## config.mk

```make
export PLATFORM = sky130hd
export DESIGN_NAME = ttsc_cfg_regs
export DESIGN_NICKNAME = d
export VERILOG_FILES = /design/src/rtl/ttsc_pkg.sv /design/src/rtl/ttsc_cfg_regs.sv
export SDC_FILE = /design/constraint.sdc
export NUM_CORES = 1
export LEC_CHECK = 0
export ABC_AREA = 1
export BUFFER_PORTS_ARGS = -buffer_cell sky130_fd_sc_hd__buf_2
export CAP_MARGIN = 20
export CORE_MARGIN = 3
export CORE_UTILIZATION = 30
export CTS_BUF_LIST = sky130_fd_sc_hd__clkbuf_8 sky130_fd_sc_hd__clkbuf_16
export DETAILED_ROUTE_END_ITERATION = 12
export PLACE_DENSITY_LB_ADDON = 0.05
export SLEW_MARGIN = 20
export SYNTH_ARGS = -nofsm -noshare
export SYNTH_HDL_FRONTEND = slang
export SYNTH_SLANG_ARGS = --single-unit
```

## constraint.sdc

```tcl
create_clock -name clk -period 0.8 [get_ports clk]
set_clock_uncertainty 0.05 [all_clocks]
set_input_delay 0.12 -clock clk [delete_from_list [all_inputs] [get_ports clk]]
set_output_delay 0.12 -clock clk [all_outputs]
set_load 0.03 [all_outputs]
```

## src/rtl/ttsc_pkg.sv

```systemverilog
// Types, constants and helper functions of the touch tap/swipe classifier
`timescale 1ns / 1ps
`default_nettype none

package ttsc_pkg;

  localparam int COORD_W  = 16;
  localparam int ZONE_W   = 9;
  localparam int DELAY_W  = 3;
  localparam int MAG_W    = 6;
  localparam int DIR_W    = 2;
  localparam int CFG_IDX_W = 3;
  localparam int CFG_DATA_W = ZONE_W;

  localparam logic [COORD_W-1:0] NO_READING = 16'hFFFF;

  // Direction codes
  localparam logic [DIR_W-1:0] DIR_NONE = 2'd0;
  localparam logic [DIR_W-1:0] DIR_DEC  = 2'd1;
  localparam logic [DIR_W-1:0] DIR_INC  = 2'd2;

  // Register reset values
  localparam logic [ZONE_W-1:0]  RST_RIGHT_X_LOW  = 9'd192;
  localparam logic [ZONE_W-1:0]  RST_RIGHT_X_HIGH = 9'd256;
  localparam logic [ZONE_W-1:0]  RST_LEFT_X_HIGH  = 9'd64;
  localparam logic [ZONE_W-1:0]  RST_ZONE_Y_LOW   = 9'd160;
  localparam logic [ZONE_W-1:0]  RST_ZONE_Y_HIGH  = 9'd184;
  localparam logic [DELAY_W-1:0] RST_HOLD_DELAY   = 3'd4;
  localparam logic [MAG_W-1:0]   RST_TAP_LIMIT    = 6'd4;

  // Register indexes on the configuration port
  typedef enum logic [CFG_IDX_W-1:0] {
    REG_RIGHT_X_LOW  = 3'd0,
    REG_RIGHT_X_HIGH = 3'd1,
    REG_LEFT_X_HIGH  = 3'd2,
    REG_ZONE_Y_LOW   = 3'd3,
    REG_ZONE_Y_HIGH  = 3'd4,
    REG_HOLD_DELAY   = 3'd5,
    REG_TAP_LIMIT    = 3'd6
  } cfg_idx_t;

  typedef struct packed {
    logic [ZONE_W-1:0]  right_zone_x_low;
    logic [ZONE_W-1:0]  right_zone_x_high;
    logic [ZONE_W-1:0]  left_zone_x_high;
    logic [ZONE_W-1:0]  zone_y_low;
    logic [ZONE_W-1:0]  zone_y_high;
    logic [DELAY_W-1:0] hold_delay;
    logic [MAG_W-1:0]   tap_move_limit;
  } cfg_t;

  typedef struct packed {
    logic [COORD_W-1:0] touch_x;
    logic [COORD_W-1:0] touch_y;
    logic               touch_new;
    logic               touch_held;
  } sample_t;

  typedef struct packed {
    logic             tap;
    logic             right_zone_press;
    logic             left_zone_press;
    logic [DIR_W-1:0] horiz_dir;
    logic [DIR_W-1:0] vert_dir;
    logic [MAG_W-1:0] horiz_mag;
    logic [MAG_W-1:0] vert_mag;
  } result_t;

  typedef struct packed {
    logic               hold_phase;
    logic [DELAY_W-1:0] hold_countdown;
    logic [COORD_W-1:0] anchor_x;
    logic [COORD_W-1:0] anchor_y;
    logic [MAG_W-1:0]   last_mag_x;
    logic [MAG_W-1:0]   last_mag_y;
  } hold_state_t;

  typedef struct packed {
    logic [DIR_W-1:0] dir;
    logic [MAG_W-1:0] mag;
  } motion_t;

  // Direction and wrapped magnitude of one axis; a fall is ones-complemented
  function automatic motion_t axis_motion(input logic [COORD_W-1:0] pos,
                                          input logic [COORD_W-1:0] anchor);
    motion_t            m;
    logic [COORD_W-1:0] diff;
    m = '0;
    diff = '0;
    if (pos != NO_READING) begin
      if (pos < anchor) begin
        diff = anchor - pos - COORD_W'(1);
        m.dir = DIR_DEC;
        m.mag = diff[MAG_W-1:0];
      end else if (pos > anchor) begin
        diff = pos - anchor;
        m.dir = DIR_INC;
        m.mag = diff[MAG_W-1:0];
      end
    end
    return m;
  endfunction

endpackage

`default_nettype wire

```

## src/rtl/ttsc_cfg_regs.sv

```systemverilog
// Configuration register bank of the touch classifier
`timescale 1ns / 1ps
`default_nettype none

module ttsc_cfg_regs import ttsc_pkg::*; (
  input  wire logic                  clk,
  input  wire logic                  rst_n,
  input  wire logic                  cfg_we,
  input  wire logic [CFG_IDX_W-1:0]  cfg_index,
  input  wire logic [CFG_DATA_W-1:0] cfg_wdata,
  output cfg_t                       cfg
);

  cfg_t cfg_r;
  cfg_t cfg_nxt;

  // Decode the write; unknown indexes are dropped
  always_comb begin
    cfg_nxt = cfg_r;
    if (cfg_we) begin
      case (cfg_idx_t'(cfg_index))
        REG_RIGHT_X_LOW:  cfg_nxt.right_zone_x_low  = cfg_wdata;
        REG_RIGHT_X_HIGH: cfg_nxt.right_zone_x_high = cfg_wdata;
        REG_LEFT_X_HIGH:  cfg_nxt.left_zone_x_high  = cfg_wdata;
        REG_ZONE_Y_LOW:   cfg_nxt.zone_y_low        = cfg_wdata;
        REG_ZONE_Y_HIGH:  cfg_nxt.zone_y_high       = cfg_wdata;
        REG_HOLD_DELAY:   cfg_nxt.hold_delay        = cfg_wdata[DELAY_W-1:0];
        REG_TAP_LIMIT:    cfg_nxt.tap_move_limit    = cfg_wdata[MAG_W-1:0];
        default:          cfg_nxt = cfg_r;
      endcase
    end
  end

  always_ff @(posedge clk) begin
    if (!rst_n) begin
      cfg_r.right_zone_x_low  <= RST_RIGHT_X_LOW;
      cfg_r.right_zone_x_high <= RST_RIGHT_X_HIGH;
      cfg_r.left_zone_x_high  <= RST_LEFT_X_HIGH;
      cfg_r.zone_y_low        <= RST_ZONE_Y_LOW;
      cfg_r.zone_y_high       <= RST_ZONE_Y_HIGH;
      cfg_r.hold_delay        <= RST_HOLD_DELAY;
      cfg_r.tap_move_limit    <= RST_TAP_LIMIT;
    end else begin
      cfg_r <= cfg_nxt;
    end
  end

  assign cfg = cfg_r;

endmodule

`default_nettype wire

```

==> results of run 1 <==
==> how the worst min path moves through the flow <==
stage                            start       to  slack [ns]  cells after the start
after floorplan           cfg_wdata[3]  cfg[12]        0.18                      2
after detailed placement  cfg_wdata[3]  cfg[12]        0.30                      3
final                     cfg_wdata[5]  cfg[23]        0.02                      3
after CTS                 cfg_wdata[5]  cfg[23]       0.004                      3
after global placement    cfg_wdata[4]  cfg[13]        0.29                      3
after global routing      cfg_wdata[7]  cfg[16]        0.04                      3
==> cell families (layout without fill, tap and decap cells) <==
logic type,count (synthesis),in the layout
AND/OR/NAND/NOR,224,225
AO/OA/AOI/OAI,2,2
buffers and inverters,28,117
flip-flops,54,54
==> synthesized netlist by cell type <==
master    number  share of area, %
nor2_2         7               2.0
inv_1         15               2.6
o21ai_0        2              0.47
nor2_1        88                15
clkbuf_1       2              0.35
buf_1          3              0.53
dfxtp_1       54                51
nand2_1       75                13
nand3_1       54                13
buf_2          5               1.2
buf_4          3               1.1
==> cell type report <==
type / count / area share [%]
Clock inverter: 2 / 0.372
Inverter: 15 / 1.67
Timing Repair Buffer: 94 / 28.9
Tap cell: 96 / 3.57
Clock buffer: 6 / 2.46
Sequential cell: 54 / 34.2
Multi-Input combinational cell: 227 / 28.8
==> routing by layer <==
layer  track usage [%]  vias up  share of wire [%]
met1              20.9      988                 46
met2              25.6       51                 47
met4              3.83        0               0.48
met3              4.00        2                5.9
met5                 0        -                  0
li1                  -     1137                  -
==> cells in the final DEF, fill, tap and decap left out <==
cell           Yosys  routed
nor2_1            88      86
nand2_1           75      74
nand3_1           54      54
dfxtp_2            0      54
buf_6              0      54
buf_2              5      14
buf_4              3      14
inv_1             15      13
buf_12             0       7
nor2_2             7       6
clkbuf_8           0       6
dlygate4sd3_1      0       5
nor2_4             0       4
inv_2              0       2
o21ai_0            2       2
nand2_2            0       1
clkinvlp_4         0       1
clkinv_2           0       1
==> metrics by stage <==
step / std cells / setup slack (ns) / util [%] / instance area (um^2)
after floorplan: 308 / -0.0113 / - / 2160
after global placement: 478 / -0.337 / 40.3 / 2770
after detailed placement: 478 / -0.346 / 40.3 / 2770
after CTS: 492 / -0.183 / 48.5 / 3330
after global routing: 494 / -0.214 / 49.0 / 3360
final: 494 / -0.177 / 49.0 / 3360
==> power by group through the flow <==
stage,clock [mW],combinational (mW),sequential [mW]
final,1.59,1.02,2.86
after CTS,1.69,1.02,2.87
after detailed placement,0,0.885,2.89
after floorplan,0,0.352,3.08
after global placement,0,0.880,2.89
after global routing,1.79,1.11,2.88
==> what timing repair did <==
action / 4_1_cts / 5_1_grt
pin swaps: 0 / 1
endpoints found under the setup margin: 59 / 79
cloned: 0 / 1
hold endpoints to repair: 6 / 0
resized for setup: 163 / 5
hold buffers: 5 / 0
setup buffers: 1 / 1
==> impl_metrics.prom, run 1 <==
# TYPE chip_impl_metric gauge
chip_impl_info{name="cts-root-buf",value="clkbuf_8"} 1
chip_impl_info{name="criticalPathCategory",value="flip-flop to output port"} 1
chip_impl_metric{name="timing.reg2reg.worst_path_depth",unit=""} 3
chip_impl_metric{name="filler_cell_count",unit=""} 740
chip_impl_info{name="setup.worst_path.end",value="cfg[30]"} 1
chip_impl_metric{name="globalplace.congestion",unit=""} 0.785
chip_impl_metric{name="number_of_flip_flops_in_the_largest_register",unit=""} 54
chip_impl_metric{name="finalNetCount",unit=""} 412
chip_impl_metric{name="clock_power_share",unit="%"} 29.0
chip_impl_metric{name="cts-buffers-inserted",unit=""} 5
chip_impl_metric{name="max_cap_violations",unit=""} 0
chip_impl_metric{name="cp.arrival",unit="ns"} 0.81
chip_impl_info{name="cts_tree",value="yes"} 1
chip_impl_info{name="crit_family",value="flip-flops"} 1
chip_impl_metric{name="fp-row-count",unit=""} 30
chip_impl_metric{name="synth_seq_cells",unit=""} 54
chip_impl_metric{name="crit_path_max_fanout",unit=""} 2
chip_impl_metric{name="timing_max_transition_violations_final",unit=""} 0
chip_impl_metric{name="fp.dieW",unit="um"} 90.5
chip_impl_metric{name="synth_sequential_area_ratio",unit="%"} 50.5
chip_impl_metric{name="ctsLongestPathBuffers",unit=""} 2
chip_impl_metric{name="fraction_of_the_mapped_netlist_area_in_compound_gates",unit="%"} 0.468
chip_impl_metric{name="p_int",unit="mW"} 3.93
chip_impl_metric{name="globalRoute.totalOverflow",unit=""} 0
chip_impl_metric{name="detailedPlacementHpwl",unit="um"} 4360
chip_impl_metric{name="power.share.combinational",unit="%"} 18.7
chip_impl_metric{name="timing.reg2reg.setup_slack",unit="ns"} 0.06
chip_impl_metric{name="initial_core_util",unit="%"} 31.1
chip_impl_metric{name="dieArea",unit="um^2"} 8180
chip_impl_metric{name="vias",unit=""} 2178
chip_impl_metric{name="proportion_of_total_power_due_to_net_switching",unit="%"} 28.3
chip_impl_metric{name="layout-area-overhead-vs-synth",unit="%"} 57.2
chip_impl_metric{name="post_route_cells_drive_above_1_share",unit="%"} 41.2
chip_impl_metric{name="syn-cell-area",unit="um^2"} 2140
chip_impl_metric{name="synth_area_per_cell",unit="um^2"} 6.95
chip_impl_metric{name="hold_ws",unit="ns"} 0.0238
chip_impl_metric{name="power.switching",unit="mW"} 1.55
chip_impl_metric{name="critical_path_depth",unit=""} 1
chip_impl_metric{name="vdd_drop_max",unit="mV"} 0.664
chip_impl_metric{name="timing.final.setup_violations",unit=""} 54
chip_impl_metric{name="grt_pass1_vias",unit=""} 2052
chip_impl_info{name="critical_path.reg2reg.endpoint",value="cfg[29]"} 1
chip_impl_metric{name="synth_cell_types",unit=""} 11
chip_impl_metric{name="drtPass1Iterations",unit=""} 4
chip_impl_metric{name="port_buffers",unit=""} 68
chip_impl_metric{name="synth-simple-area-share",unit="%"} 43.3
chip_impl_metric{name="design.portCount",unit=""} 69
chip_impl_info{name="worst_setup_path_start_kind",value="flip-flop"} 1
chip_impl_metric{name="antenna_diode_count",unit=""} 0
chip_impl_metric{name="post_synth_fa_ha_maj_area_fraction",unit="%"} 0
chip_impl_metric{name="max_freq",unit="MHz"} 1020
chip_impl_metric{name="register_area",unit="um^2"} 1150
chip_impl_metric{name="slew_headroom",unit="%"} 81.4
chip_impl_info{name="critical_path.reg2reg.startpoint",value="cfg[29]"} 1
chip_impl_info{name="critPathCaptureType",value="output port"} 1
chip_impl_metric{name="syn-num-nets",unit=""} 323
chip_impl_metric{name="cts.reportedPaths.clkPinSlew",unit="ns"} 0.09
chip_impl_metric{name="required",unit="ns"} 0.63
chip_impl_metric{name="ant_nets",unit=""} 0
chip_impl_info{name="crit_path_cell_trace",value="buf_6"} 1
chip_impl_metric{name="leakage",unit="nW"} 1.53
chip_impl_metric{name="yosys_warn_count",unit=""} 0
chip_impl_info{name="min-delay-path-class",value="primary input to flip-flop"} 1
chip_impl_metric{name="drc",unit=""} 0
chip_impl_metric{name="fraction_of_synthesized_cell_area_in_xor_and_xnor_cells",unit="%"} 0
chip_impl_metric{name="buf_inv_on_cp",unit=""} 1
chip_impl_info{name="run_status",value="finished, violations left"} 1
chip_impl_metric{name="setup-tns-final",unit="ns"} -7.87
chip_impl_metric{name="average_wire_length_per_cell_after_detail_routing",unit="um"} 12.7
chip_impl_metric{name="period_minus_slack",unit="ns"} 0.977
chip_impl_metric{name="antenna_found_initial",unit=""} 0
chip_impl_metric{name="final_critical_path_setup_slack",unit="ns"} -0.177
chip_impl_metric{name="worst_slew_pin_slew",unit="ns"} 0.279
chip_impl_metric{name="timing_hold_violations_final",unit=""} 0
chip_impl_metric{name="multi_input_comb_area",unit="um^2"} 970
chip_impl_metric{name="grt_pass1_wl",unit="um"} 10400
chip_impl_metric{name="syn-instance-count",unit=""} 308
chip_impl_metric{name="sequential_fraction_of_design_power",unit="%"} 52.3
chip_impl_metric{name="postRouteWirelength",unit="um"} 6260
chip_impl_info{name="violations",value="negative setup slack"} 1
chip_impl_metric{name="critPathMaxStageDelay",unit="ns"} 0.37
chip_impl_metric{name="worst_skew_pair_later_pin_latency",unit="ns"} 0.30
chip_impl_metric{name="grtUsageTotal",unit="%"} 15.8
chip_impl_metric{name="power.total",unit="mW"} 5.48
chip_impl_info{name="synth_top_family_by_area",value="simple AND/OR/NAND/NOR gates"} 1
chip_impl_metric{name="grt_start_max_net_pins",unit=""} 32
chip_impl_metric{name="synth_mux_area_share",unit="%"} 0
chip_impl_metric{name="cts_sinks",unit=""} 54
chip_impl_metric{name="die_height",unit="um"} 90.5
chip_impl_metric{name="first_iter_violations",unit=""} 103
chip_impl_info{name="critical-path-slowest-cell",value="dfxtp_2"} 1
chip_impl_info{name="startpoint",value="cfg[30]"} 1
chip_impl_metric{name="power_per_cell_area",unit="nW/um^2"} 1630
chip_impl_metric{name="timing.final.crit_share",unit="%"} 122
chip_impl_info{name="grt_setup_unrepaired",value="yes"} 1
chip_impl_metric{name="floorplan.core_area",unit="um^2"} 6870
chip_impl_metric{name="cts_max_level",unit=""} 2
chip_impl_metric{name="vias_per_cell",unit=""} 4.41
Power figures use the tool's default switching activity.
==> run 2: changes to the inputs <==
- TNS_END_PERCENT: unset -> 50
==> impl_metrics.prom, run 2 (same netlist as run 1, synthesis figures left out) <==
# TYPE chip_impl_metric gauge
chip_impl_metric{name="drtPass1Iterations",unit=""} 4
chip_impl_metric{name="initial_core_util",unit="%"} 31.1
chip_impl_metric{name="grtUsageTotal",unit="%"} 16.5
chip_impl_metric{name="cts_sinks",unit=""} 54
chip_impl_metric{name="cts_max_level",unit=""} 2
chip_impl_metric{name="design.portCount",unit=""} 69
chip_impl_metric{name="drc",unit=""} 0
chip_impl_metric{name="cts-buffers-inserted",unit=""} 5
chip_impl_metric{name="vdd_drop_max",unit="mV"} 0.707
chip_impl_metric{name="globalplace.congestion",unit=""} 0.807
chip_impl_info{name="worst_setup_path_start_kind",value="flip-flop"} 1
chip_impl_metric{name="vias",unit=""} 2204
chip_impl_metric{name="globalRoute.totalOverflow",unit=""} 0
chip_impl_info{name="cts-root-buf",value="clkbuf_8"} 1
chip_impl_metric{name="ctsLongestPathBuffers",unit=""} 2
chip_impl_metric{name="fp-row-count",unit=""} 30
chip_impl_metric{name="hold_ws",unit="ns"} 0.0457
chip_impl_metric{name="floorplan.core_area",unit="um^2"} 6870
chip_impl_metric{name="filler_cell_count",unit=""} 727
chip_impl_metric{name="timing_hold_violations_final",unit=""} 0
chip_impl_metric{name="min_path_cells",unit=""} 3
chip_impl_metric{name="leakage",unit="nW"} 1.57
chip_impl_info{name="critical_path.reg2reg.endpoint",value="cfg[51]"} 1
chip_impl_metric{name="power_per_cell_area",unit="nW/um^2"} 1630
chip_impl_info{name="most_frequent_standard_cell_in_the_layout_excluding_fill_and_tap_cells",value="nor2_1"} 1
chip_impl_info{name="critPathCaptureType",value="output port"} 1
chip_impl_info{name="critical_path.reg2reg.startpoint",value="cfg[51]"} 1
chip_impl_metric{name="crit_path_max_fanout",unit=""} 2
chip_impl_metric{name="timing.reg2reg.setup_slack",unit="ns"} 0.04
chip_impl_info{name="crit_path_cell_trace",value="buf_6"} 1
chip_impl_metric{name="period_minus_slack",unit="ns"} 0.970
chip_impl_metric{name="port_buffers",unit=""} 68
chip_impl_metric{name="finalNetCount",unit=""} 418
chip_impl_metric{name="cts.reportedPaths.clkPinSlew",unit="ns"} 0.10
chip_impl_metric{name="worst_slew_pin_slew",unit="ns"} 0.295
chip_impl_metric{name="number_of_flip_flops_in_the_largest_register",unit=""} 54
chip_impl_metric{name="grt_pass1_vias",unit=""} 2257
chip_impl_metric{name="layout-area-overhead-vs-synth",unit="%"} 58.2
chip_impl_metric{name="final-instance-count-excl-fill",unit=""} 500
chip_impl_metric{name="timing.reg2reg.worst_path_depth",unit=""} 3
chip_impl_metric{name="first_iter_violations",unit=""} 79
chip_impl_info{name="run_status",value="finished, violations left"} 1
chip_impl_info{name="critical-path-slowest-cell",value="dfxtp_2"} 1
chip_impl_metric{name="required",unit="ns"} 0.63
chip_impl_info{name="min_delay_worst_endpoint",value="cfg[16]"} 1
chip_impl_info{name="most-common-layout-cells",value="86 x nor2_1, 73 x nand2_1, 56 x buf_6, 54 x nand3_1, 54 x dfxtp_2"} 1
chip_impl_metric{name="register_area",unit="um^2"} 1150
chip_impl_metric{name="multi_input_comb_area",unit="um^2"} 956
chip_impl_info{name="criticalPathCategory",value="flip-flop to output port"} 1
chip_impl_metric{name="antenna_found_initial",unit=""} 0
chip_impl_metric{name="fp.dieW",unit="um"} 90.5
chip_impl_metric{name="vias_per_cell",unit=""} 4.41
chip_impl_info{name="worst_hold_startpoint",value="cfg_wdata[7]"} 1
chip_impl_metric{name="setup-tns-final",unit="ns"} -7.99
chip_impl_metric{name="timing.final.crit_share",unit="%"} 121
chip_impl_metric{name="buf_inv_on_cp",unit=""} 1
chip_impl_metric{name="grt_start_max_net_pins",unit=""} 35
chip_impl_metric{name="cp.arrival",unit="ns"} 0.80
chip_impl_metric{name="detailedPlacementHpwl",unit="um"} 4550
chip_impl_metric{name="max_cap_violations",unit=""} 0
chip_impl_metric{name="die_height",unit="um"} 90.5
chip_impl_metric{name="worst_skew_pair_later_pin_latency",unit="ns"} 0.30
chip_impl_info{name="cts_tree",value="yes"} 1
chip_impl_metric{name="final_util",unit="%"} 49.3
chip_impl_metric{name="ant_nets",unit=""} 0
chip_impl_metric{name="timing.final.setup_violations",unit=""} 54
chip_impl_metric{name="antenna_diode_count",unit=""} 0
chip_impl_metric{name="postRouteWirelength",unit="um"} 6420
chip_impl_metric{name="dieArea",unit="um^2"} 8180
chip_impl_metric{name="timing_max_transition_violations_final",unit=""} 0
chip_impl_metric{name="critPathMaxStageDelay",unit="ns"} 0.36
chip_impl_metric{name="grt_pass1_wl",unit="um"} 10900
chip_impl_metric{name="average_wire_length_per_cell_after_detail_routing",unit="um"} 12.8
chip_impl_metric{name="final_critical_path_setup_slack",unit="ns"} -0.170
chip_impl_metric{name="post_route_cells_drive_above_1_share",unit="%"} 42.3
chip_impl_info{name="min-delay-path-class",value="primary input to flip-flop"} 1
chip_impl_info{name="violations",value="negative setup slack"} 1
chip_impl_info{name="crit_family",value="flip-flops"} 1
chip_impl_metric{name="slew_headroom",unit="%"} 80.3
chip_impl_info{name="grt_setup_unrepaired",value="yes"} 1
chip_impl_metric{name="numPlacedInstances",unit=""} 483
chip_impl_metric{name="preCtsSetupSlack",unit="ns"} -0.294
chip_impl_metric{name="max_freq",unit="MHz"} 1030
## run 2: changes by cell type in the layout (fill, tap and decap cells not counted)
cell            before  now
inv_2                2    1
dlygate4sd3_1        5    3
nor2_4               4    2
inv_1               13   14
buf_4               14   22
nor2_2               6    7
nand2_2              1    2
buf_12               7    5
dlymetal6s4s_1       0    1
buf_6               54   56
nand2_1             74   73
## run 2: tightest hold or removal path, delay by kind of cell
kind	cells	cell delay (ns)
and+or+nand+nor	2	0.11
buffers and inverters	1	0.14
## run 2: worst max-delay path by stage
stage / startpoint / to / slack (ns) / cells past startpoint
after floorplan: cfg_index[1] / cfg[33] / -0.01 / 6
after global placement: cfg_index[2] / cfg[3] / -0.29 / 5
after detailed placement: cfg_index[2] / cfg[0] / -0.29 / 5
after CTS: cfg[15] / cfg[15] / -0.18 / 1
after global routing: cfg[15] / cfg[15] / -0.21 / 1
final: cfg[52] / cfg[52] / -0.17 / 1
## run 2: final cells by class
| class | instances | share of cell area (%) |
|---|---|---|
| Clock buffer | 6 | 2.44 |
| Sequential cell | 54 | 33.9 |
| Tap cell | 96 | 3.55 |
| Clock inverter | 2 | 0.370 |
| Multi-Input combinational cell | 226 | 28.2 |
| Timing Repair Buffer | 101 | 29.8 |
| Inverter | 15 | 1.66 |
## run 2: routing by layer
layer  global-route usage, %  share of wire [%]  vias to the layer above
met5                       0                  0                        -
met1                    20.9                 46                     1002
met4                    3.44               0.61                        0
met2                    28.4                 49                       50
met3                    4.00                4.7                        4
li1                        -                  -                     1148
## run 2: timing repair
action	in CTS	in global routing
endpoints found under the setup margin	54	94
endpoints found under the hold margin	5	0
gates resized for setup	162	7
setup buffers	3	2
pin swaps	0	0
hold buffers	4	0
## run 2: power by group
group          switching, mW  internal, mW
sequential            0.0675          2.80
clock                  0.915         0.699
combinational          0.590         0.439
total                   1.57          3.94
## run 2: per-stage QoR
stage | power (mW) | cell area [um^2]
4_1_cts | 5.56 | 3350
3_5_place_dp | 3.78 | 2780
5_1_grt | 5.80 | 3380
3_3_place_gp | 3.77 | 2780
2_1_floorplan | 3.43 | 2160
6_report | 5.51 | 3380
