## src/rtl/ttsc_pkg.sv

```systemverilog
// Types, constants and helper functions of the touch tap/swipe classifier
`timescale 1ns / 1ps
`default_nettype none

package ttsc_pkg;

  localparam int COORD_W  = 16;
  localparam int ZONE_W   = 9;
  localparam int DELAY_W  = 3;
  localparam int MAG_W    = 6;
  localparam int DIR_W    = 2;
  localparam int CFG_IDX_W = 3;
  localparam int CFG_DATA_W = ZONE_W;

  localparam logic [COORD_W-1:0] NO_READING = 16'hFFFF;

  // Direction codes
  localparam logic [DIR_W-1:0] DIR_NONE = 2'd0;
  localparam logic [DIR_W-1:0] DIR_DEC  = 2'd1;
  localparam logic [DIR_W-1:0] DIR_INC  = 2'd2;

  // Register reset values
  localparam logic [ZONE_W-1:0]  RST_RIGHT_X_LOW  = 9'd192;
  localparam logic [ZONE_W-1:0]  RST_RIGHT_X_HIGH = 9'd256;
  localparam logic [ZONE_W-1:0]  RST_LEFT_X_HIGH  = 9'd64;
  localparam logic [ZONE_W-1:0]  RST_ZONE_Y_LOW   = 9'd160;
  localparam logic [ZONE_W-1:0]  RST_ZONE_Y_HIGH  = 9'd184;
  localparam logic [DELAY_W-1:0] RST_HOLD_DELAY   = 3'd4;
  localparam logic [MAG_W-1:0]   RST_TAP_LIMIT    = 6'd4;

  // Register indexes on the configuration port
  typedef enum logic [CFG_IDX_W-1:0] {
    REG_RIGHT_X_LOW  = 3'd0,
    REG_RIGHT_X_HIGH = 3'd1,
    REG_LEFT_X_HIGH  = 3'd2,
    REG_ZONE_Y_LOW   = 3'd3,
    REG_ZONE_Y_HIGH  = 3'd4,
    REG_HOLD_DELAY   = 3'd5,
    REG_TAP_LIMIT    = 3'd6
  } cfg_idx_t;

  typedef struct packed {
    logic [ZONE_W-1:0]  right_zone_x_low;
    logic [ZONE_W-1:0]  right_zone_x_high;
    logic [ZONE_W-1:0]  left_zone_x_high;
    logic [ZONE_W-1:0]  zone_y_low;
    logic [ZONE_W-1:0]  zone_y_high;
    logic [DELAY_W-1:0] hold_delay;
    logic [MAG_W-1:0]   tap_move_limit;
  } cfg_t;

  typedef struct packed {
    logic [COORD_W-1:0] touch_x;
    logic [COORD_W-1:0] touch_y;
    logic               touch_new;
    logic               touch_held;
  } sample_t;

  typedef struct packed {
    logic             tap;
    logic             right_zone_press;
    logic             left_zone_press;
    logic [DIR_W-1:0] horiz_dir;
    logic [DIR_W-1:0] vert_dir;
    logic [MAG_W-1:0] horiz_mag;
    logic [MAG_W-1:0] vert_mag;
  } result_t;

  typedef struct packed {
    logic               hold_phase;
    logic [DELAY_W-1:0] hold_countdown;
    logic [COORD_W-1:0] anchor_x;
    logic [COORD_W-1:0] anchor_y;
    logic [MAG_W-1:0]   last_mag_x;
    logic [MAG_W-1:0]   last_mag_y;
  } hold_state_t;

  typedef struct packed {
    logic [DIR_W-1:0] dir;
    logic [MAG_W-1:0] mag;
  } motion_t;

  // Direction and wrapped magnitude of one axis; a fall is ones-complemented
  function automatic motion_t axis_motion(input logic [COORD_W-1:0] pos,
                                          input logic [COORD_W-1:0] anchor);
    motion_t            m;
    logic [COORD_W-1:0] diff;
    m = '0;
    diff = '0;
    if (pos != NO_READING) begin
      if (pos < anchor) begin
        diff = anchor - pos - COORD_W'(1);
        m.dir = DIR_DEC;
        m.mag = diff[MAG_W-1:0];
      end else if (pos > anchor) begin
        diff = pos - anchor;
        m.dir = DIR_INC;
        m.mag = diff[MAG_W-1:0];
      end
    end
    return m;
  endfunction

endpackage

`default_nettype wire

```

## src/rtl/ttsc_core.sv

```systemverilog
// Classification logic and hold/anchor state of the touch classifier
`timescale 1ns / 1ps
`default_nettype none

module ttsc_core import ttsc_pkg::*; (
  input  wire logic    clk,
  input  wire logic    rst_n,
  input  wire logic    step,   // sample in the input register is consumed this cycle
  input  wire sample_t smp,
  input  wire cfg_t    cfg,
  output result_t      res
);

  hold_state_t state_r;
  hold_state_t state_nxt;

  logic               y_in;
  logic               in_right;
  logic               in_left;
  logic               in_zone;
  logic               fresh;
  logic [COORD_W-1:0] anc_x;
  logic [COORD_W-1:0] anc_y;
  motion_t            mot_x;
  motion_t            mot_y;

  // Button rectangle hits; the right one wins on overlap
  assign y_in     = (smp.touch_y >= COORD_W'(cfg.zone_y_low)) &&
                    (smp.touch_y <= COORD_W'(cfg.zone_y_high));
  assign in_right = y_in && (smp.touch_x >= COORD_W'(cfg.right_zone_x_low)) &&
                    (smp.touch_x <= COORD_W'(cfg.right_zone_x_high));
  assign in_left  = !in_right && y_in && (smp.touch_x <= COORD_W'(cfg.left_zone_x_high));
  assign in_zone  = in_right || in_left;

  // New touch outside the buttons re-anchors before motion is measured
  assign fresh = smp.touch_new && !in_zone;
  assign anc_x = fresh ? smp.touch_x : state_r.anchor_x;
  assign anc_y = fresh ? smp.touch_y : state_r.anchor_y;
  assign mot_x = axis_motion(smp.touch_x, anc_x);
  assign mot_y = axis_motion(smp.touch_y, anc_y);

  // Next state and result of one sample
  always_comb begin
    state_nxt = state_r;
    res       = '0;
    if (smp.touch_new) begin
      if (in_zone) begin
        res.right_zone_press = in_right;
        res.left_zone_press  = in_left;
      end else begin
        state_nxt.hold_phase     = 1'b0;
        state_nxt.last_mag_x     = '0;
        state_nxt.last_mag_y     = '0;
        state_nxt.anchor_x       = smp.touch_x;
        state_nxt.anchor_y       = smp.touch_y;
        state_nxt.hold_countdown = cfg.hold_delay;
      end
    end
    if (!(smp.touch_new && in_zone)) begin
      if (smp.touch_held) begin
        // countdown runs until it expires, then the phase latches
        if (!state_nxt.hold_phase) begin
          if (state_nxt.hold_countdown == '0) begin
            state_nxt.hold_phase = 1'b1;
          end else begin
            state_nxt.hold_countdown = state_nxt.hold_countdown - DELAY_W'(1);
          end
        end
        if (!in_zone) begin
          res.horiz_dir        = mot_x.dir;
          res.horiz_mag        = mot_x.mag;
          res.vert_dir         = mot_y.dir;
          res.vert_mag         = mot_y.mag;
          state_nxt.last_mag_x = mot_x.mag;
          state_nxt.last_mag_y = mot_y.mag;
          state_nxt.anchor_x   = smp.touch_x;
          state_nxt.anchor_y   = smp.touch_y;
        end
      end else begin
        // release: tap when quick and nearly still
        res.tap = !in_zone && (state_nxt.hold_countdown != '0) &&
                  (state_nxt.last_mag_x < cfg.tap_move_limit) &&
                  (state_nxt.last_mag_y < cfg.tap_move_limit);
        state_nxt.hold_phase     = 1'b0;
        state_nxt.last_mag_x     = '0;
        state_nxt.last_mag_y     = '0;
        state_nxt.hold_countdown = '0;
      end
    end
  end

  always_ff @(posedge clk) begin
    if (!rst_n) begin
      state_r <= '0;
    end else if (step) begin
      state_r <= state_nxt;
    end
  end

endmodule

`default_nettype wire

```

## config.mk

```make
export PLATFORM = sky130hd
export DESIGN_NAME = ttsc_core
export DESIGN_NICKNAME = d
export VERILOG_FILES = /design/src/rtl/ttsc_pkg.sv /design/src/rtl/ttsc_core.sv
export SDC_FILE = /design/constraint.sdc
export NUM_CORES = 1
export LEC_CHECK = 0
export ABC_AREA = 0
export BUFFER_PORTS_ARGS = -buffer_cell sky130_fd_sc_hd__buf_2
export CAP_MARGIN = 10
export CORE_MARGIN = 5
export CORE_UTILIZATION = 57
export CTS_CLUSTER_DIAMETER = 120
export DETAILED_ROUTE_END_ITERATION = 10
export GPL_TIMING_DRIVEN = 0
export HOLD_SLACK_MARGIN = 0.1
export MAX_ROUTING_LAYER = met4
export PLACE_DENSITY = 0.83
export SKIP_CTS_REPAIR_TIMING = 1
export SYNTH_ARGS = -nofsm -noshare
export SYNTH_HDL_FRONTEND = slang
export SYNTH_SLANG_ARGS = --single-unit
```

## constraint.sdc

```tcl
create_clock -name clk -period 6.1 [get_ports clk]
set_clock_uncertainty 0.2 [all_clocks]
set_input_delay 0 -clock clk [delete_from_list [all_inputs] [get_ports clk]]
set_output_delay 0 -clock clk [all_outputs]
set_load 0.05 [all_outputs]
```

==> reports/results.txt, run 1 <==
dpl ws: -0.303 ns
internal power: 622 uW
Non-Filler Instances: 908
Hold Path Depth: 5
Yosys top cell area share: 22.9%
final slew viol count: 0
Pwr Density: 159 mW/mm^2
final setup fails: 0
delay-heaviest family, CP: compound AO/OA/AOI/OAI gates
detail-routed via count per cell: 5.79
max FFs per register: 48
GR Overflow Total: 0
FF+latch count, synth: 48
Final ANT Viol Nets: 0
# placed instances: 858
Net Sw Frac: 39.9%
crit path DAT: 5.62 ns
leading area contributor after synthesis: ha_1
die height: 106 microns
Hold Vio Cnt, Final: 0
hpwl dp: 11300 microns
CP cell instances: dlygate4sd3_1, buf_2, ha_1, o211ai_1, a21oi_1, o21ai_0, a21boi_2, o21ai_2, buf_2, buf_4, nor2_1, a21o_1, ha_1, nor2b_1, o21ai_0, nand2b_1, a21oi_1, o21ai_0, a211oi_2, clkbuf_2, nor3_1, nor4b_2, nor2_1, buf_2
Combinational Power Share: 48.3%
Final min period: 5.82 ns
DRC Markers: 0
Area contributors post-synth: ha_1 23%, dfxtp_1 18%, mux2i_1 11%
cell area after synthesis: 0.00530 sq mm
Worst R2R End: state_r[5]
VDD IR max: 0.112 mV
initial antenna violation count: 0
Hold/Removal Path Class: input port to flip-flop
Worst setup EP type: output port
first-pass GRT wire length: 22500 microns
synthesized instance count: 639
mean post-synth cell area: 8.29 sq um
CTS tree: yes
final setup margin: 0.284 ns
largest net degree at the start of global routing: 14
hold_sp: cfg[8]
Final Cell Area: 0.00650 sq mm
die width: 106 microns
max cap viols: 0
Worst Tran Pin Value: 1.06 ns
antenna diode count: 0
biggest regs: state_r x48
headroom to the max-slew limit: 28.8%
sequential area share after synthesis: 18.1%
Rows: 35
Syn Nets: 829
Worst setup SP type: input port
Core Area: 0.00915 sq mm
CTS buffer count: 5
Clk Latency, worst-skew pair: 0.31 ns
worst hold slack: 0.0758 ns
WL per Instance: 15.7 microns
switching power: 412 uW
GPL Wtd Cong: 0.886
area grow syn2layout: 22.8%
status: finished, final reports clean
placed cell area: 0.00598 sq mm
total track usage: 24.6%
Final Util: 71.0%
CP Max Fanout: 10
top_reg_cell synth: dfxtp_1
Reg power frac: 33.3%
number of synthesis warnings: 0
Reg2Reg Depth: 14
EDFF count, synth: 0
DRT iter0 DRCs: 278
Power Total: 1.03 mW
Detailed Route WL: 14200 microns
period utilization: 95.3%
die area: 0.0113 sq mm
Worst EP required: 5.90 ns
clock-pin slew on the worst setup and hold paths: 0.09 ns
Cell variety after synth: 61
clock sink count: 48
Port Buffer Count: 108
fmax: 0.172 GHz
vias in the first global route: 5058
P_leak: 3.46 nW
count leader, synth: ha_1
Largest Register: state_r
CP peak stage delay: 0.54 ns
top post-synthesis cells by count: 97 x ha_1, 69 x inv_1, 59 x mux2i_1, 48 x dfxtp_1, 44 x nor2b_1
CTS Buffer Depth: 2
fraction of layout cells with a size suffix above 1: 18.6%
setup TNS: 0 ns
H-tree depth: 2
Post-synth ARST share: 0%
FF-to-FF Start: state_r[12]
Crit-path slowest cell: dlygate4sd3_1
Boundary Pins: 110
CP Class: input port to output port
First-pass DRT Iterations: 7
Clk pwr share: 18.5%
Layout Nets: 987
via count: 5260
Hold Path End: state_r[46]
Starting Density: 57.9%
Root Driver: clkbuf_8
Buf/Inv on CP: 6
R2R Setup Slk: 2.81 ns
==> layer usage <==
layer / vias up / share of wire, % / wire length [microns] / global-route usage (%)
met1: 2459 / 42 / 6040 / 28.2
met5: - / 0 / 0 / -
li1: 2613 / - / - / -
met3: 19 / 5.0 / 718 / 3.28
met4: 0 / 1.8 / 260 / 7.03
met2: 169 / 51 / 7200 / 44.6
==> placed cells by master, fill, tap and decap left out, types with 17 or more instances in the layout <==
| cell type | synthesis | final |
|---|---|---|
| ha_1 | 97 | 97 |
| mux2i_1 | 59 | 59 |
| and2_1 | 18 | 18 |
| nand4_1 | 17 | 17 |
| nor2b_1 | 44 | 44 |
| inv_1 | 69 | 69 |
| a21o_1 | 26 | 26 |
| a21oi_1 | 33 | 33 |
| dfxtp_1 | 48 | 48 |
| nor2_1 | 35 | 35 |
| o21ai_0 | 20 | 19 |
| buf_2 | 4 | 112 |
| dlygate4sd3_1 | 0 | 41 |
| nand2_1 | 22 | 22 |
==> power groups by stage <==
stage / logic (mW) / registers [mW] / clock network (mW)
finish: 0.499 / 0.344 / 0.191
global route: 0.550 / 0.346 / 0.209
CTS: 0.466 / 0.343 / 0.193
detailed placement: 0.464 / 0.351 / 0
global placement: 0.445 / 0.349 / 0
floorplan: 0.335 / 0.347 / 0
==> layout make-up <==
cell class              count  area (sq um)
multi-input cells         502          3990
fillers                   727          2650
repair buffers            151           966
flip-flops and latches     48           961
inverters                  69           259
well taps                 111           139
plain buffers              20           106
clock buffers               6          72.6
clock inverters             1          5.00
==> worst max-delay path by stage <==
| stage | startpoint | end | slack, ns | cells after the start |
|---|---|---|---|---|
| finish | smp[20] | res[5] | 0.28 | 24 |
| global route | smp[20] | res[3] | -0.05 | 23 |
| CTS | smp[30] | res[5] | -0.34 | 24 |
| detailed placement | smp[30] | res[5] | -0.30 | 24 |
| global placement | smp[30] | res[5] | -0.17 | 24 |
| floorplan | smp[30] | res[4] | 0.86 | 20 |
==> worst reg2reg max path, cell delays in order (launching register included) <==
cell	delay, ns
dfxtp_1	0.35
nand2_1	0.06
o21ai_0	0.07
ha_1	0.23
fa_1	0.27
nor2b_1	0.07
o21ai_0	0.15
nand2b_1	0.14
a21oi_1	0.16
o21ai_0	0.11
a211oi_2	0.46
clkbuf_2	0.30
nor3_1	0.09
nor4b_2	0.39
o2bb2ai_1	0.12
==> logic make-up after synthesis <==
group | after synthesis | share of synthesized area, %
buf+inv | 89 | 6.83
simple gates | 205 | 21.8
xor+xnor | 4 | 0.662
mux | 61 | 11.6
flops | 48 | 18.1
compound gates | 133 | 17.3
fa+ha+maj | 99 | 23.7
(Power assumes the default switching activity.)
==> inputs of run 2 (changes only) <==
- CELL_PAD_IN_SITES_DETAIL_PLACEMENT: not set -> 1
- CELL_PAD_IN_SITES_GLOBAL_PLACEMENT: not set -> 2
- CORE_UTILIZATION: 57 -> 33
- PLACE_DENSITY: 0.83 -> not set
- PLACE_DENSITY_LB_ADDON: not set -> 0.1
==> run 2 against run 1 <==
First-iteration DRC count is 39% lower. Sequential share of layout area is 0.51 points lower. Final cell count is 12% higher. Critical path depth is 1 lower. Clock-buffer cell count stayed put. Cell area is 3.6% higher. Setup slack worse by 0.022 ns.
==> reports/results.txt, run 2 (synthesis gave the netlist of run 1 again) <==
CTS buffer count: 5 (unchanged)
commonest non-fill, non-tap cell in the layout: buf_2 (unchanged)
crit path DAT: 5.64 ns (was 5.62 ns)
clock sink count: 48 (unchanged)
hpwl dp: 14100 microns (was 11300 microns)
CP Max Fanout: 10 (unchanged)
hold_sp: cfg[6] (was cfg[8])
GPL Wtd Cong: 0.826 (was 0.886)
DRC Markers: 0 (unchanged)
Core Area: 0.0158 sq mm (was 0.00915 sq mm)
largest net degree at the start of global routing: 16 (was 14)
P_leak: 3.50 nW (was 3.46 nW)
first-pass GRT wire length: 27000 microns (was 22500 microns)
vias in the first global route: 5422 (was 5058)
Layout Nets: 985 (was 987)
Final Cell Area: 0.00674 sq mm (was 0.00650 sq mm)
DRT iter0 DRCs: 170 (was 278)
total track usage: 18.8% (was 24.6%)
Worst setup EP type: output port (unchanged)
multi-input combinational cell area: 0.00401 sq mm (was 0.00399 sq mm)
Port Buffer Count: 108 (unchanged)
final setup margin: 0.262 ns (was 0.284 ns)
max FFs per register: 48 (unchanged)
Hold/Removal Path Class: input port to flip-flop (unchanged)
commonest cells after routing, fill and taps aside: 111 x buf_2, 97 x ha_1, 69 x inv_1 (was 112 x buf_2, 97 x ha_1, 69 x inv_1)
Largest Register: state_r (unchanged)
dpl ws: -0.723 ns (was -0.303 ns)
status: finished, final reports clean (unchanged)
Rows: 46 (was 35)
max cap viols: 0 (unchanged)
CTS Buffer Depth: 2 (unchanged)
die height: 137 microns (was 106 microns)
placed cell area: 0.00611 sq mm (was 0.00598 sq mm)
Clk Latency, worst-skew pair: 0.30 ns (was 0.31 ns)
GR Overflow Total: 0 (unchanged)
period utilization: 95.7% (was 95.3%)
die area: 0.0187 sq mm (was 0.0113 sq mm)
Boundary Pins: 110 (unchanged)
Reg area: 961 sq um (unchanged)
area grow syn2layout: 27.2% (was 22.8%)
H-tree depth: 2 (unchanged)
critical path launch point: smp[30] (was smp[20])
initial antenna violation count: 1 (was 0)
headroom to the max-slew limit: 15.1% (was 28.8%)
CP Class: input port to output port (unchanged)
FF-to-FF Start: state_r[12] (unchanged)
# fillers: 1929 (was 727)
clock-pin slew on the worst setup and hold paths: 0.07 ns (was 0.09 ns)
setup TNS: 0 ns (unchanged)
Starting Density: 33.5% (was 57.9%)
Root Driver: clkbuf_16 (was clkbuf_8)
via count: 5152 (was 5260)
fmax: 0.171 GHz (was 0.172 GHz)
fraction of layout cells with a size suffix above 1: 18.8% (was 18.6%)
final setup fails: 0 (unchanged)
Hold Vio Cnt, Final: 0 (unchanged)
VDD IR max: 0.121 mV (was 0.112 mV)
Worst Tran Pin Value: 1.26 ns (was 1.06 ns)
Final ANT Viol Nets: 0 (unchanged)
Worst EP required: 5.90 ns (about the same)
First-pass DRT Iterations: 4 (was 7)
biggest regs: state_r x48 (unchanged)
Worst setup SP type: input port (unchanged)
final slew viol count: 0 (unchanged)
Detailed Route WL: 17400 microns (was 14200 microns)
Pwr Density: 177 mW/mm^2 (was 159 mW/mm^2)
WL per Instance: 17.2 microns (was 15.7 microns)
die width: 137 microns (was 106 microns)
CTS tree: yes (unchanged)
Final min period: 5.84 ns (was 5.82 ns)
detail-routed via count per cell: 5.09 (was 5.79)
-- run 2: metal layers --
layer  GRT usage (%)  up-vias  wire, microns  part of all wire (%)
li1                -     2613              -                     -
met1            21.9     2441           7810                    45
met2            34.3       80           8790                    50
met3            2.43       18            515                   3.0
met4            4.14        0            300                   1.7
met5               -        -              0                     0
-- run 2: cell type report --
| class | instances | share of cell area, % |
|---|---|---|
| timing repair buffer | 149 | 14.0 |
| multi-input combinational | 502 | 59.5 |
| inverter | 69 | 3.85 |
| clock inverter | 2 | 0.576 |
| sequential | 48 | 14.3 |
| antenna | 1 | 0.0372 |
| buffer | 20 | 1.62 |
| tap | 216 | 4.01 |
| clock buffer | 6 | 2.06 |
-- run 2: path summary, 6_finish.rpt --
kind / to / slack (ns) / cells after the start
max: res[3] / 0.26 / 23
min: state_r[44] / 0.09 / 4
max reg2reg: state_r[3] / 2.74 / 13
min reg2reg: state_r[7] / 0.26 / 1
-- run 2: power by group --
group | leakage, nW | total (mW) | internal (mW) | switching, mW
registers | 0.394 | 0.344 | 0.333 | 0.0104
logic | 3.02 | 0.514 | 0.210 | 0.304
clock network | 0.0871 | 0.336 | 0.206 | 0.130
-- run 2: worst max-delay path, cell delays in order --
cell	delay (ns)
buf_2	0.15
or4_4	0.56
nor4_4	0.26
nand2_1	0.11
o41ai_2	0.50
a21boi_2	0.23
o21ai_4	0.25
clkbuf_4	0.27
clkbuf_2	0.27
nand2_1	0.08
o21ai_0	0.09
ha_1	0.26
fa_1	0.26
nor2b_1	0.06
o21ai_0	0.17
nand2b_1	0.13
a21oi_1	0.24
o21ai_0	0.18
a211oi_4	0.43
mux2_2	0.39
a2bb2oi_1	0.29
and2_1	0.18
buf_2	0.26
-- run 2: metrics by stage --
step | hold WS, ns | util [%] | std cells | power, mW
floorplan | -0.0338 | - | 639 | 0.682
global placement | 0.110 | 38.6 | 963 | 0.819
detailed placement | 0.132 | 38.6 | 963 | 0.836
CTS | -0.184 | 39.7 | 971 | 1.18
global route | 0.117 | 42.6 | 1013 | 1.27
finish | 0.0903 | 42.6 | 1013 | 1.19
==> inputs of run 3 (changes only) <==
- clock period: 6.1 -> 5.9 ns (I/O delays scaled with it)
==> run 3 against run 2 <==
Routed wire length is 0.29% higher. Core utilization is 0.15 points higher. Cell area is 0.35% higher. Sequential cell count stayed put. Clock power is 3% higher. Non-clock buffer count stayed put. Die area stayed put. Sequential power is 3% higher. Setup slack worse by 0.066 ns. Hold slack hardly changed. Critical path type unchanged. Highest routed layer unchanged.
==> reports/results.txt, run 3 (synthesis gave the netlist of run 1 again) <==
Worst setup SP type: input port (unchanged)
GR Overflow Total: 0 (unchanged)
total track usage: 18.8% (unchanged)
fraction of layout cells with a size suffix above 1: 18.8% (unchanged)
die height: 137 microns (unchanged)
Rows: 46 (unchanged)
DRC Markers: 0 (unchanged)
Clk Latency, worst-skew pair: 0.30 ns (about the same)
biggest regs: state_r x48 (unchanged)
Detailed Route WL: 17500 microns (was 17400 microns)
VDD IR max: 0.125 mV (was 0.121 mV)
die area: 0.0187 sq mm (unchanged)
final slew viol count: 0 (unchanged)
H-tree depth: 2 (unchanged)
fmax: 0.175 GHz
Hold/Removal Path Class: input port to flip-flop (unchanged)
Root Driver: clkbuf_16 (unchanged)
vias in the first global route: 5422 (unchanged)
Starting Density: 33.5% (unchanged)
detail-routed via count per cell: 5.10 (was 5.09)
CTS buffer count: 5 (unchanged)
Worst R2R End: state_r[3] (unchanged)
Pwr Density: 183 mW/mm^2 (was 177 mW/mm^2)
Worst setup EP type: output port (unchanged)
DRT iter0 DRCs: 165 (was 170)
setup TNS: 0 ns (unchanged)
commonest non-fill, non-tap cell in the layout: buf_2 (unchanged)
Reg2Reg Depth: 13 (unchanged)
headroom to the max-slew limit: 14.6% (was 15.1%)
FF-to-FF Start: state_r[12] (unchanged)
First-pass DRT Iterations: 4 (unchanged)
CP Max Fanout: 10 (unchanged)
GPL Wtd Cong: 0.826 (unchanged)
Core Area: 0.0158 sq mm (unchanged)
hpwl dp: 14100 microns (unchanged)
Boundary Pins: 110 (unchanged)
Power Total: 1.24 mW (was 1.19 mW)
Layout Nets: 985 (unchanged)
commonest cells after routing, fill and taps aside: 110 x buf_2, 97 x ha_1, 69 x inv_1 (was 111 x buf_2, 97 x ha_1, 69 x inv_1)
CP Class: input port to output port (unchanged)
initial antenna violation count: 1 (unchanged)
worst hold slack: 0.0906 ns (was 0.0903 ns)
Final ANT Viol Nets: 0 (unchanged)
# fillers: 1931 (was 1929)
CTS tree: yes (unchanged)
first-pass GRT wire length: 27000 microns (unchanged)
Port Buffer Count: 108 (unchanged)
CP Capture Point: res[3] (unchanged)
P_leak: 3.52 nW (was 3.50 nW)
max cap viols: 0 (unchanged)
crit path DAT: 5.50 ns (was 5.64 ns)
Worst EP required: 5.70 ns (was 5.90 ns)
final setup fails: 0 (unchanged)
critical path launch point: smp[31] (was smp[30])
R2R Setup Slk: 2.57 ns (was 2.74 ns)
Hold Vio Cnt, Final: 0 (unchanged)
clock-pin slew on the worst setup and hold paths: 0.07 ns (about the same)
CTS Buffer Depth: 2 (unchanged)
area grow syn2layout: 27.6% (was 27.2%)
via count: 5167 (was 5152)
status: finished, final reports clean (unchanged)
die width: 137 microns (unchanged)
max FFs per register: 48 (unchanged)
Largest Register: state_r (unchanged)
Final min period: 5.70 ns
WL per Instance: 17.2 microns (about the same)
clock sink count: 48 (unchanged)
largest net degree at the start of global routing: 16 (unchanged)
period utilization: 96.7%
Worst Tran Pin Value: 1.27 ns (was 1.26 ns)
-- run 3: worst min path at each step --
stage               startpoint  slack [ns]           to  cells after the start
global placement       smp[18]        0.11  state_r[28]                      3
finish                  cfg[6]        0.09  state_r[44]                      4
detailed placement      smp[2]        0.13  state_r[12]                      3
floorplan               smp[2]       -0.03  state_r[12]                      2
CTS                     smp[2]       -0.18  state_r[12]                      3
global route            cfg[6]        0.12  state_r[44]                      4
-- run 3: report_power, final --
part / internal, mW / switching, mW
Combinational: 0.219 / 0.316
Sequential: 0.345 / 0.0109
Clock: 0.213 / 0.134
Total: 0.776 / 0.461
-- run 3: through the flow --
step	std cells	setup slack [ns]	instance area, sq um	utilization [%]
after floorplan	639	0.660	5300	-
after global placement	963	-0.838	6110	38.6
after detailed placement	963	-0.923	6110	38.6
after CTS	971	-0.953	6280	39.7
after global routing	1013	-0.0381	6760	42.7
final	1013	0.196	6760	42.7
-- run 3: per-layer routing --
| layer | global-route usage [%] | share of wire [%] |
|---|---|---|
| met1 | 21.9 | 44 |
| met2 | 34.3 | 51 |
| met3 | 2.43 | 3.2 |
| met4 | 4.14 | 1.6 |
| met5 | - | 0 |
-- run 3: area by class of cell --
cell class / count / area [sq um] / share of cell area [%]
clock inverter: 2 / 38.8 / 0.574
sequential: 48 / 961 / 14.2
multi-input combinational: 502 / 4030 / 59.6
buffer: 20 / 111 / 1.65
antenna: 1 / 2.50 / 0.0370
tap: 216 / 270 / 4.00
inverter: 69 / 259 / 3.83
clock buffer: 6 / 139 / 2.05
timing repair buffer: 149 / 948 / 14.0
-- run 3: critical path, cell delays in order --
cell and delay [ns]:
dlygate4sd3_1 0.53, buf_2 0.20, nor4_4 0.06, buf_4 0.16, a311oi_1 0.47, o41ai_4 0.21
a21boi_4 0.31, o21ai_4 0.12, clkbuf_4 0.22, clkbuf_4 0.22, o21ai_0 0.20, ha_1 0.26
fa_1 0.26, nor2b_1 0.06, o21ai_0 0.17, nand2b_1 0.13, a21oi_1 0.24, o21ai_0 0.17
a211oi_4 0.43, mux2_2 0.39, a2bb2oi_1 0.27, and2_1 0.18, clkbuf_4 0.23
